`config.mk`:
```
export PLATFORM = sky130hd
export DESIGN_NAME = color_threshold_centroid
export DESIGN_NICKNAME = d
export VERILOG_FILES = /design/src/rtl/ctc_pkg.sv /design/src/rtl/ctc_front.sv /design/src/rtl/ctc_fifo.sv /design/src/rtl/ctc_back.sv /design/src/rtl/color_threshold_centroid.sv
export VERILOG_INCLUDE_DIRS = /design/src /design/src/rtl
export SDC_FILE = /design/constraint.sdc
export NUM_CORES = 1
export LEC_CHECK = 0
export ABC_AREA = 1
export ABC_CLOCK_PERIOD_IN_PS = 6100
export BUFFER_PORTS_ARGS = -buffer_cell sky130_fd_sc_hd__buf_2
export CORE_ASPECT_RATIO = 1.2
export CORE_MARGIN = 3
export CORE_UTILIZATION = 40
export DETAILED_ROUTE_END_ITERATION = 7
export SLEW_MARGIN = 20
export SYNTH_ARGS = -nofsm -noshare
export SYNTH_HDL_FRONTEND = slang
export SYNTH_SLANG_ARGS = --single-unit
export TNS_END_PERCENT = 30
```
`constraint.sdc`:
```
create_clock -name clk_i -period 6.1 [get_ports clk_i]
set_input_delay 1.22 -clock clk_i [delete_from_list [all_inputs] [get_ports clk_i]]
set_output_delay 1.22 -clock clk_i [all_outputs]
set_load 0.02 [all_outputs]
```
`src/rtl/color_threshold_centroid_defines.svh`:
```
// Assertion macros used by the color threshold centroid back end
`ifndef COLOR_THRESHOLD_CENTROID_DEFINES_SVH
`define COLOR_THRESHOLD_CENTROID_DEFINES_SVH

// Checked on clk_i, off while rst_ni is low.
`define CTC_ASSERT(name, prop, msg) \
  name: assert property (@(posedge clk_i) disable iff (!rst_ni) (prop)) else $error(msg);

// Checked on clk_i, also during reset.
`define CTC_ASSERT_ALWAYS(name, prop, msg) \
  name: assert property (@(posedge clk_i) (prop)) else $error(msg);

`endif

```
`src/rtl/ctc_pkg.sv`:
```
// Shared constants and types of the color threshold centroid block
`timescale 1ns / 1ps

package ctc_pkg;

  localparam int PixW     = 8;
  localparam int MinW     = 16;
  localparam int PosW     = 11;
  localparam int SumW     = 33;
  localparam int CntW     = 23;
  localparam int CfgIdxW  = 3;
  localparam int CfgDataW = 16;
  localparam int PosMax   = 2047;

  localparam int DefMaxCols    = 2048;
  localparam int DefMaxRows    = 2048;
  localparam int DefQueueDepth = 4;

  localparam logic [PixW-1:0] HueLowRst  = 8'd111;
  localparam logic [PixW-1:0] HueHighRst = 8'd155;
  localparam logic [PixW-1:0] SatLowRst  = 8'd178;
  localparam logic [PixW-1:0] SatHighRst = 8'd255;
  localparam logic [PixW-1:0] ValLowRst  = 8'd0;
  localparam logic [PixW-1:0] ValHighRst = 8'd255;
  localparam logic [MinW-1:0] MinPixRst  = 16'd1;

  typedef enum logic [CfgIdxW-1:0] {
    REG_HUE_LOW   = 3'd0,
    REG_HUE_HIGH  = 3'd1,
    REG_SAT_LOW   = 3'd2,
    REG_SAT_HIGH  = 3'd3,
    REG_VAL_LOW   = 3'd4,
    REG_VAL_HIGH  = 3'd5,
    REG_MIN_PIXEL = 3'd6
  } cfg_reg_e;

  // One classified pixel handed from front to back; sums valid on frame end.
  typedef struct packed {
    logic            mask;
    logic            frame_end;
    logic            found;
    logic [SumW-1:0] col_sum;
    logic [SumW-1:0] row_sum;
    logic [CntW-1:0] count;
  } entry_t;

endpackage

```
`src/rtl/ctc_front.sv`:
```
// Front end: config registers, HSV range test, position tracking and sums
`timescale 1ns / 1ps

module ctc_front #(
  parameter int MaxCols = ctc_pkg::DefMaxCols,
  parameter int MaxRows = ctc_pkg::DefMaxRows
) (
  input  logic                         clk_i,
  input  logic                         rst_ni,
  input  logic                         cfg_we_i,
  input  logic [ctc_pkg::CfgIdxW-1:0]  cfg_idx_i,
  input  logic [ctc_pkg::CfgDataW-1:0] cfg_data_i,
  input  logic                         in_valid_i,
  output logic                         in_ready_o,
  input  logic [ctc_pkg::PixW-1:0]     hue_i,
  input  logic [ctc_pkg::PixW-1:0]     sat_i,
  input  logic [ctc_pkg::PixW-1:0]     val_i,
  input  logic                         row_end_i,
  input  logic                         frame_end_i,
  output logic                         push_valid_o,
  input  logic                         push_ready_i,
  output ctc_pkg::entry_t              push_data_o
);

  localparam int PosW = ctc_pkg::PosW;
  localparam int SumW = ctc_pkg::SumW;
  localparam int CntW = ctc_pkg::CntW;
  localparam int ColLim = (MaxCols - 1 > ctc_pkg::PosMax) ? ctc_pkg::PosMax : MaxCols - 1;
  localparam int RowLim = (MaxRows - 1 > ctc_pkg::PosMax) ? ctc_pkg::PosMax : MaxRows - 1;
  localparam logic [PosW-1:0] COL_LIM = PosW'(ColLim);
  localparam logic [PosW-1:0] ROW_LIM = PosW'(RowLim);

  logic [ctc_pkg::PixW-1:0] hue_low_q, hue_high_q, sat_low_q, sat_high_q;
  logic [ctc_pkg::PixW-1:0] val_low_q, val_high_q;
  logic [ctc_pkg::MinW-1:0] min_pix_q;

  logic [PosW-1:0] col_pos_q, row_pos_q;
  logic [SumW-1:0] col_sum_q, row_sum_q, col_sum_d, row_sum_d;
  logic [CntW-1:0] count_q, count_d;
  logic [SumW:0]   col_add, row_add;
  logic [CntW:0]   cnt_add;
  logic            hit, accept;

  always_ff @(posedge clk_i or negedge rst_ni) begin
    if (!rst_ni) begin
      hue_low_q  <= ctc_pkg::HueLowRst;
      hue_high_q <= ctc_pkg::HueHighRst;
      sat_low_q  <= ctc_pkg::SatLowRst;
      sat_high_q <= ctc_pkg::SatHighRst;
      val_low_q  <= ctc_pkg::ValLowRst;
      val_high_q <= ctc_pkg::ValHighRst;
      min_pix_q  <= ctc_pkg::MinPixRst;
    end else if (cfg_we_i) begin
      unique case (ctc_pkg::cfg_reg_e'(cfg_idx_i))
        ctc_pkg::REG_HUE_LOW:   hue_low_q  <= cfg_data_i[ctc_pkg::PixW-1:0];
        ctc_pkg::REG_HUE_HIGH:  hue_high_q <= cfg_data_i[ctc_pkg::PixW-1:0];
        ctc_pkg::REG_SAT_LOW:   sat_low_q  <= cfg_data_i[ctc_pkg::PixW-1:0];
        ctc_pkg::REG_SAT_HIGH:  sat_high_q <= cfg_data_i[ctc_pkg::PixW-1:0];
        ctc_pkg::REG_VAL_LOW:   val_low_q  <= cfg_data_i[ctc_pkg::PixW-1:0];
        ctc_pkg::REG_VAL_HIGH:  val_high_q <= cfg_data_i[ctc_pkg::PixW-1:0];
        ctc_pkg::REG_MIN_PIXEL: min_pix_q  <= cfg_data_i[ctc_pkg::MinW-1:0];
        default: ;
      endcase
    end
  end

  assign hit = (hue_i >= hue_low_q) && (hue_i <= hue_high_q) &&
               (sat_i >= sat_low_q) && (sat_i <= sat_high_q) &&
               (val_i >= val_low_q) && (val_i <= val_high_q);

  // saturating accumulation, this pixel included
  assign col_add = {1'b0, col_sum_q} + {{(SumW + 1 - PosW){1'b0}}, col_pos_q};
  assign row_add = {1'b0, row_sum_q} + {{(SumW + 1 - PosW){1'b0}}, row_pos_q};
  assign cnt_add = {1'b0, count_q} + {{CntW{1'b0}}, 1'b1};

  always_comb begin
    col_sum_d = col_sum_q;
    row_sum_d = row_sum_q;
    count_d   = count_q;
    if (hit) begin
      col_sum_d = col_add[SumW] ? {SumW{1'b1}} : col_add[SumW-1:0];
      row_sum_d = row_add[SumW] ? {SumW{1'b1}} : row_add[SumW-1:0];
      count_d   = cnt_add[CntW] ? {CntW{1'b1}} : cnt_add[CntW-1:0];
    end
  end

  assign accept       = in_valid_i && push_ready_i;
  assign in_ready_o   = push_ready_i;
  assign push_valid_o = in_valid_i;

  always_comb begin
    push_data_o.mask      = hit;
    push_data_o.frame_end = frame_end_i;
    push_data_o.found     = frame_end_i &&
                            (count_d > {{(CntW - ctc_pkg::MinW){1'b0}}, min_pix_q});
    push_data_o.col_sum   = col_sum_d;
    push_data_o.row_sum   = row_sum_d;
    push_data_o.count     = count_d;
  end

  always_ff @(posedge clk_i or negedge rst_ni) begin
    if (!rst_ni) begin
      col_pos_q <= '0;
      row_pos_q <= '0;
      col_sum_q <= '0;
      row_sum_q <= '0;
      count_q   <= '0;
    end else if (accept) begin
      if (frame_end_i) begin
        col_pos_q <= '0;
        row_pos_q <= '0;
        col_sum_q <= '0;
        row_sum_q <= '0;
        count_q   <= '0;
      end else begin
        col_sum_q <= col_sum_d;
        row_sum_q <= row_sum_d;
        count_q   <= count_d;
        if (row_end_i) begin
          col_pos_q <= '0;
          if (row_pos_q < ROW_LIM) begin
            row_pos_q <= row_pos_q + PosW'(1);
          end
        end else if (col_pos_q < COL_LIM) begin
          col_pos_q <= col_pos_q + PosW'(1);
        end
      end
    end
  end

endmodule

```
`src/rtl/ctc_fifo.sv`:
```
// Short queue of classified pixels between front and back
`timescale 1ns / 1ps

module ctc_fifo #(
  parameter int Depth = ctc_pkg::DefQueueDepth
) (
  input  logic            clk_i,
  input  logic            rst_ni,
  input  logic            push_valid_i,
  output logic            push_ready_o,
  input  ctc_pkg::entry_t push_data_i,
  output logic            pop_valid_o,
  input  logic            pop_ready_i,
  output ctc_pkg::entry_t pop_data_o
);

  localparam int PtrW = (Depth > 1) ? $clog2(Depth) : 1;
  localparam int CntW = $clog2(Depth + 1);
  localparam logic [PtrW-1:0] LAST = PtrW'(Depth - 1);
  localparam logic [CntW-1:0] FULL = CntW'(Depth);

  ctc_pkg::entry_t mem_q [Depth];
  logic [PtrW-1:0] wptr_q, rptr_q;
  logic [CntW-1:0] cnt_q;
  logic            push, pop;

  assign push_ready_o = (cnt_q != FULL);
  assign pop_valid_o  = (cnt_q != '0);
  assign pop_data_o   = mem_q[rptr_q];
  assign push         = push_valid_i && push_ready_o;
  assign pop          = pop_valid_o && pop_ready_i;

  always_ff @(posedge clk_i) begin
    if (push) begin
      mem_q[wptr_q] <= push_data_i;
    end
  end

  always_ff @(posedge clk_i or negedge rst_ni) begin
    if (!rst_ni) begin
      wptr_q <= '0;
      rptr_q <= '0;
      cnt_q  <= '0;
    end else begin
      if (push) begin
        wptr_q <= (wptr_q == LAST) ? '0 : wptr_q + PtrW'(1);
      end
      if (pop) begin
        rptr_q <= (rptr_q == LAST) ? '0 : rptr_q + PtrW'(1);
      end
      if (push && !pop) begin
        cnt_q <= cnt_q + CntW'(1);
      end else if (pop && !push) begin
        cnt_q <= cnt_q - CntW'(1);
      end
    end
  end

endmodule

```
`src/rtl/ctc_back.sv`:
```
// Back end: result register and bit-serial centroid divider
`timescale 1ns / 1ps

`include "color_threshold_centroid_defines.svh"

module ctc_back (
  input  logic                      clk_i,
  input  logic                      rst_ni,
  input  logic                      pop_valid_i,
  output logic                      pop_ready_o,
  input  ctc_pkg::entry_t           pop_data_i,
  output logic                      out_valid_o,
  input  logic                      out_ready_i,
  output logic                      mask_o,
  output logic                      frame_done_o,
  output logic [ctc_pkg::PosW-1:0]  centre_col_o,
  output logic [ctc_pkg::PosW-1:0]  centre_row_o,
  output logic                      found_o
);

  localparam int PosW  = ctc_pkg::PosW;
  localparam int SumW  = ctc_pkg::SumW;
  localparam int CntW  = ctc_pkg::CntW;
  localparam int StepW = $clog2(SumW);
  localparam logic [StepW-1:0] LAST_STEP = StepW'(SumW - 1);

  typedef enum logic {ST_IDLE, ST_DIV} state_e;

  state_e           state_q;
  logic             out_valid_q, mask_q, frame_done_q, found_q;
  logic [PosW-1:0]  col_q, row_q;
  logic             div_mask_q;
  logic [SumW-1:0]  cdvd_q, rdvd_q, cquo_q, rquo_q;
  logic [CntW-1:0]  dvsr_q, crem_q, rrem_q;
  logic [StepW-1:0] step_q;
  logic             slot_free, pop, load_res;

  logic [CntW:0]    csh, rsh, csub, rsub;
  logic             cge, rge;
  logic [CntW-1:0]  crem_d, rrem_d;
  logic [SumW-1:0]  cquo_d, rquo_d;

  assign slot_free   = !out_valid_q || out_ready_i;
  assign pop_ready_o = (state_q == ST_IDLE) && slot_free;
  assign pop         = pop_valid_i && pop_ready_o;

  // result register loads on a plain pop or on the last divide step
  assign load_res = ((state_q == ST_IDLE) && pop && !pop_data_i.found) ||
                    ((state_q == ST_DIV) && (step_q == LAST_STEP));

  // restoring division step, both quotients share the divisor
  always_comb begin
    csh    = {crem_q, cdvd_q[SumW-1]};
    rsh    = {rrem_q, rdvd_q[SumW-1]};
    csub   = csh - {1'b0, dvsr_q};
    rsub   = rsh - {1'b0, dvsr_q};
    cge    = (csh >= {1'b0, dvsr_q});
    rge    = (rsh >= {1'b0, dvsr_q});
    crem_d = cge ? csub[CntW-1:0] : csh[CntW-1:0];
    rrem_d = rge ? rsub[CntW-1:0] : rsh[CntW-1:0];
    cquo_d = {cquo_q[SumW-2:0], cge};
    rquo_d = {rquo_q[SumW-2:0], rge};
  end

  always_ff @(posedge clk_i or negedge rst_ni) begin
    if (!rst_ni) begin
      state_q      <= ST_IDLE;
      out_valid_q  <= 1'b0;
      mask_q       <= 1'b0;
      frame_done_q <= 1'b0;
      found_q      <= 1'b0;
      col_q        <= '0;
      row_q        <= '0;
      div_mask_q   <= 1'b0;
      cdvd_q       <= '0;
      rdvd_q       <= '0;
      cquo_q       <= '0;
      rquo_q       <= '0;
      dvsr_q       <= '0;
      crem_q       <= '0;
      rrem_q       <= '0;
      step_q       <= '0;
    end else begin
      if (load_res) begin
        out_valid_q <= 1'b1;
      end else if (out_valid_q && out_ready_i) begin
        out_valid_q <= 1'b0;
      end
      unique case (state_q)
        ST_IDLE: begin
          if (pop) begin
            if (pop_data_i.found) begin
              state_q    <= ST_DIV;
              div_mask_q <= pop_data_i.mask;
              cdvd_q     <= pop_data_i.col_sum;
              rdvd_q     <= pop_data_i.row_sum;
              dvsr_q     <= pop_data_i.count;
              crem_q     <= '0;
              rrem_q     <= '0;
              cquo_q     <= '0;
              rquo_q     <= '0;
              step_q     <= '0;
            end else begin
              mask_q       <= pop_data_i.mask;
              frame_done_q <= pop_data_i.frame_end;
              found_q      <= 1'b0;
              col_q        <= '0;
              row_q        <= '0;
            end
          end
        end
        ST_DIV: begin
          crem_q <= crem_d;
          rrem_q <= rrem_d;
          cquo_q <= cquo_d;
          rquo_q <= rquo_d;
          cdvd_q <= {cdvd_q[SumW-2:0], 1'b0};
          rdvd_q <= {rdvd_q[SumW-2:0], 1'b0};
          step_q <= step_q + StepW'(1);
          if (step_q == LAST_STEP) begin
            // slot already drained: nothing loads it while dividing
            state_q      <= ST_IDLE;
            mask_q       <= div_mask_q;
            frame_done_q <= 1'b1;
            found_q      <= 1'b1;
            col_q        <= (|cquo_d[SumW-1:PosW]) ? {PosW{1'b1}} : cquo_d[PosW-1:0];
            row_q        <= (|rquo_d[SumW-1:PosW]) ? {PosW{1'b1}} : rquo_d[PosW-1:0];
          end
        end
        default: state_q <= ST_IDLE;
      endcase
    end
  end

  assign out_valid_o  = out_valid_q;
  assign mask_o       = mask_q;
  assign frame_done_o = frame_done_q;
  assign centre_col_o = col_q;
  assign centre_row_o = row_q;
  assign found_o      = found_q;

  `CTC_ASSERT(a_div_slot_empty, (state_q == ST_DIV) |-> !out_valid_q, "result pending during divide")

  `CTC_ASSERT(a_div_nonzero, (state_q == ST_DIV) |-> (dvsr_q != '0), "divide by zero count")

  `CTC_ASSERT_ALWAYS(a_found_on_frame, (out_valid_o && found_o) |-> frame_done_o, "found off frame end")

endmodule

```
`src/rtl/color_threshold_centroid.sv`:
```
// Top level: HSV threshold mask with per-frame blob centroid
//
//  channel | signals                                        | dir
//  --------+------------------------------------------------+-----
//  cfg     | cfg_we_i, cfg_idx_i, cfg_data_i                 | in
//  pixel   | in_valid_i/in_ready_o, hue/sat/val, row/frame   | in
//  result  | out_valid_o/out_ready_i, mask, frame_done, ...  | out
//
// Ordinary pixels: one beat per cycle while nothing stalls, through a queue entry and the result reg.
// Frame end with a centroid: the back end runs a bit-serial divide and pops nothing until it ends;
// the queue (4 entries by default) keeps taking pixels meanwhile.
// Reset restores the threshold registers and clears position, sums and count.
// Pixel input stalls only when the queue is full; result stalls back up into it.
`timescale 1ns / 1ps

module color_threshold_centroid #(
  parameter int MaxCols    = ctc_pkg::DefMaxCols,
  parameter int MaxRows    = ctc_pkg::DefMaxRows,
  parameter int QueueDepth = ctc_pkg::DefQueueDepth
) (
  input  logic                         clk_i,
  input  logic                         rst_ni,
  input  logic                         cfg_we_i,
  input  logic [ctc_pkg::CfgIdxW-1:0]  cfg_idx_i,
  input  logic [ctc_pkg::CfgDataW-1:0] cfg_data_i,
  input  logic                         in_valid_i,
  output logic                         in_ready_o,
  input  logic [ctc_pkg::PixW-1:0]     hue_i,
  input  logic [ctc_pkg::PixW-1:0]     sat_i,
  input  logic [ctc_pkg::PixW-1:0]     val_i,
  input  logic                         row_end_i,
  input  logic                         frame_end_i,
  output logic                         out_valid_o,
  input  logic                         out_ready_i,
  output logic                         mask_o,
  output logic                         frame_done_o,
  output logic [ctc_pkg::PosW-1:0]     centre_col_o,
  output logic [ctc_pkg::PosW-1:0]     centre_row_o,
  output logic                         found_o
);

  logic            push_valid, push_ready, pop_valid, pop_ready;
  ctc_pkg::entry_t push_data, pop_data;

  ctc_front #(
    .MaxCols (MaxCols),
    .MaxRows (MaxRows)
  ) u_front (
    .clk_i        (clk_i),
    .rst_ni       (rst_ni),
    .cfg_we_i     (cfg_we_i),
    .cfg_idx_i    (cfg_idx_i),
    .cfg_data_i   (cfg_data_i),
    .in_valid_i   (in_valid_i),
    .in_ready_o   (in_ready_o),
    .hue_i        (hue_i),
    .sat_i        (sat_i),
    .val_i        (val_i),
    .row_end_i    (row_end_i),
    .frame_end_i  (frame_end_i),
    .push_valid_o (push_valid),
    .push_ready_i (push_ready),
    .push_data_o  (push_data)
  );

  ctc_fifo #(
    .Depth (QueueDepth)
  ) u_fifo (
    .clk_i        (clk_i),
    .rst_ni       (rst_ni),
    .push_valid_i (push_valid),
    .push_ready_o (push_ready),
    .push_data_i  (push_data),
    .pop_valid_o  (pop_valid),
    .pop_ready_i  (pop_ready),
    .pop_data_o   (pop_data)
  );

  ctc_back u_back (
    .clk_i        (clk_i),
    .rst_ni       (rst_ni),
    .pop_valid_i  (pop_valid),
    .pop_ready_o  (pop_ready),
    .pop_data_i   (pop_data),
    .out_valid_o  (out_valid_o),
    .out_ready_i  (out_ready_i),
    .mask_o       (mask_o),
    .frame_done_o (frame_done_o),
    .centre_col_o (centre_col_o),
    .centre_row_o (centre_row_o),
    .found_o      (found_o)
  );

endmodule
```
==> flow_summary_export.csv <==
group,metric,value,unit
floorplan,rows,124,
global_routing,gr-usage-all-layers,18.9,%
synth,postSynthRegisterBits,783,
sta,relSlewSlack,26.5,%
sta,layout_setup_ws,1.28,ns
global_routing,wire_length_of_the_first_global_routing_pass,158,mm
drt,detail_route.vias_per_cell,5.31,
synth,synth_edf_count,368,
pwr,cellPowerDensity,481,mW/mm2
drt,m1WireLength,43.4,mm
sta,fin_tns_setup,0,ns
drt,top_layer,"met5",
floorplan,die_h,348,um
sta,fin_crit_share,79.0,%
sta,period_needed,4.82,ns
drt,drtIter0Drc,1708,
clock_network,tritoncts.num_buffers,86,
clock_network,clkLatencyLatePin,0.64,ns
synth,synth_nets,4442,
synth,warnings_from_yosys,0,
clock_network,clk_transition_reported_paths,0.06,ns
drt,route.met3.wl,4.39,mm
global_routing,grt_pass1_vias,29788,
status,outcome,"completed",
sta,worstMarginPinSlew,1.10,ns
sta,finish_stage_setup_viols,0,
drt,route.final.wire_length,97.1,mm
floorplan,start_util,40.6,%
synth,postSynth.asyncResetShare,53.0,%
drt,via_count,29722,
clock_network,cts_resized,0,
synth,synth-seq-area-share,55.0,%
floorplan,io_pins,77,
placed_design,dpl-instance-area,0.0406,mm2
layout,area.growth.synth_to_final,11.5,%
placed_design,placement.io_buffers,76,
drt,met2RoutedLength,46.7,mm
sta,timing.hold.ws,0.472,ns
synth,netlist_instances,4244,
sta,max_freq,0.207,GHz
critical_path,worstReg2RegStart,"u_front.sat_high_q[7]$_DFFE_PN1P_",
critical_path,category_of_the_worst_setup_path_launch_point,"input port",
critical_path,worstPathMaxFanout,31,
pwr,power.ir.vdd_worst,0.000369,V
global_routing,grt.overflow.total,0,
synth,syn_area_per_cell,9.19,um2
clock_network,ctsRootBufferMaster,"clkbuf_16",
layout,fillCellCount,9147,
critical_path,timing.reg2reg.setup_slack,1.42,ns
layout,multi_input_area,0.0151,mm2
layout,footprint_of_the_flip_flops_and_latches,0.0215,mm2
sta,timing.final.max_slew_violations,0,
hold_path,min-delay-start,"u_back.div_mask_q$_DFFE_PN0P_",
pwr,p_total,20900,uW
critical_path,crit_type,"in2reg",
critical_path,endpoint_kind,"flip-flop",
floorplan,die_x,291,um
synth,yosys_most_used_dff,"dfrtp_1",
hold_path,holdCritPathClass,"reg2reg",
clock_network,clock_tree.buffer_depth,3,
placed_design,place.detailed.hpwl,63.1,mm
floorplan,core_area,0.0960,mm2
clock_network,cts_htree_levels,3,
drt,antenna_violating_nets_left,0,
hold_path,min_to,"u_back.div_mask_q$_DFFE_PN0P_",
critical_path,ff2ff_path_depth,27,
synth,mappedNetlistArea,0.0390,mm2
layout,antenna_diode_count,0,
critical_path,cp_data_arrival_time,5.30,ns
clock_network,cts_tree,"yes",
layout,final_nets,4458,
placed_design,replace_congestion,0.914,
clock_network,clock_sinks,783,
drt,drc,0,
floorplan,die_area,0.101,mm2
global_routing,antenna_found_initial,4,
layout,drive_above_1_share,8.10,%
job,cap_violations,0,
pwr,cellLeakagePower,0.0181,uW
sta,grt_setup_unrepaired,"no",
clock_network,cts_setup_buffers,0,
critical_path,worstReg2RegEnd,"u_fifo.mem_q[1][89]$_DFFE_PP_",
placed_design,place_ws,0.627,ns
critical_path,crit_path_start,"sat_i[5]",
sta,finClkSkew,0.0297,ns
drt,dr.pass1.iters,5,
drt,routed_wire_per_std_cell,17.4,um
synth,synth_cell_type_count,61,
critical_path,critPathRequiredTime,6.58,ns
sta,final-hold-violation-count,0,
clock_network,hold_fix_buffers_cts,0,
hold_path,hold-path-cell-count,2,
global_routing,grt_start_max_net_pins,122,
layout,finish.instance_area,0.0435,mm2
registers in the layout (all words and copies together), names as in the netlist, 8 cells and up:
register	cells
u_back.cdvd_q	33
u_back.centre_col_o	11
u_back.centre_row_o	11
u_back.cquo_q	32
u_back.crem_q	23
u_back.dvsr_q	23
u_back.rdvd_q	33
u_back.rquo_q	32
u_back.rrem_q	23
u_fifo.mem_q	368
u_front.col_pos_q	11
u_front.col_sum_q	33
u_front.count_q	23
u_front.hue_high_q	8
u_front.hue_low_q	8
u_front.min_pix_q	16
u_front.row_pos_q	11
u_front.row_sum_q	33
u_front.sat_high_q	8
u_front.sat_low_q	8
u_front.val_high_q	8
u_front.val_low_q	8
layout make-up:
type	count	share of cell area, %
Clock buffer	120	5.52
Tap cell	1260	3.62
Sequential cell	783	49.4
Clock inverter	41	1.21
Timing Repair Buffer	111	1.67
Multi-Input combinational cell	2837	34.8
Inverter	441	3.83
Yosys cell counts (6+ instances only):
cell type | count | share of area [%]
nor3_1 | 59 | 0.76
o21ai_0 | 456 | 5.9
clkbuf_1 | 127 | 1.2
o221ai_1 | 65 | 1.5
inv_1 | 431 | 4.1
or2_2 | 6 | 0.096
buf_1 | 8 | 0.077
xnor2_1 | 22 | 0.49
a21oi_2 | 12 | 0.27
nor2_1 | 529 | 5.1
dfstp_2 | 32 | 2.2
nand3_1 | 107 | 1.4
o21bai_1 | 7 | 0.13
and2_1 | 6 | 0.096
buf_6 | 9 | 0.26
dfrtp_1 | 383 | 25
xor2_1 | 60 | 1.3
nand2_1 | 777 | 7.5
nand4_1 | 70 | 1.1
nor4_1 | 21 | 0.34
edfxtp_1 | 368 | 28
ha_1 | 143 | 4.6
a21oi_1 | 165 | 2.1
o21a_1 | 11 | 0.21
o211ai_1 | 21 | 0.40
inv_2 | 7 | 0.067
buf_2 | 36 | 0.46
o21ai_1 | 19 | 0.24
o22ai_1 | 186 | 3.0
a21o_1 | 13 | 0.25
cells in the final DEF, fill, tap and decap left out, types with 32 or more instances in the layout:
master,count
a21oi_1,164
edfxtp_1,368
xor2_1,60
ha_1,143
nor3_1,59
nor2_1,523
dfrtp_1,381
buf_2,75
o21ai_0,456
nand2_1,776
o22ai_1,186
inv_1,425
o221ai_1,65
nand3_1,107
nand4_1,70
dfstp_2,32
clkbuf_16,88
worst max-delay path, cell delays in order:
cell      delay (ns)
buf_2           0.11
ha_1            0.30
a21oi_1         0.17
o21a_1          0.13
nand2_1         0.05
nand2_1         0.10
nand2_1         0.12
nor2_4          0.20
nand3_4         0.28
inv_2           0.47
buf_4           0.42
nand2_1         0.11
o21ai_0         0.12
inv_1           0.14
ha_1            0.29
nand2_1         0.07
o21ai_0         0.15
nand4_1         0.10
o211ai_1        0.11
nand4_1         0.11
nand2_1         0.08
nand2_1         0.05
nand2_1         0.05
nand2_1         0.09
nand3_1         0.11
nand2_1         0.05
inv_1           0.11
cells by family (layout without fill, tap and decap cells):
group	Yosys count	in the layout	share of synthesized area, %
xor+xnor	82	82	1.84
compound gates	996	996	14.8
mux	4	4	0.103
flops	783	783	55.0
simple gates	1607	1607	17.0
buf+inv	624	713	6.32
fa+ha+maj	148	148	4.84
through the flow:
step	cells	util [%]
4_1_cts	5593	45.3
5_1_grt	5593	45.3
6_report	5593	45.3
2_1_floorplan	4244	-
3_3_place_gp	5432	42.3
3_5_place_dp	5432	42.3
worst max path at each step:
stage	to	depth (start not counted)
5_1_grt	u_fifo.mem_q[1][89]$_DFFE_PP_	27
6_report	u_fifo.mem_q[1][89]$_DFFE_PP_	27
3_3_place_gp	u_fifo.mem_q[2][89]$_DFFE_PP_	27
3_5_place_dp	u_fifo.mem_q[3][89]$_DFFE_PP_	27
2_1_floorplan	u_fifo.mem_q[0][0]$_DFFE_PP_	4
4_1_cts	u_fifo.mem_q[1][89]$_DFFE_PP_	27
layer usage:
metal	track usage, %	vias up
met4	6.39	4
met5	0	-
met2	32.6	663
li1	-	14589
met3	2.50	176
met1	24.7	14290
where the power goes:
group	internal, uW	switching [uW]	leakage [uW]	total, uW
logic	2570	5250	0.00805	7830
clock network	3230	2160	0.00142	5390
registers	7020	675	0.00863	7690
total	12800	8090	0.0181	20900
(Power assumes the default switching activity.)
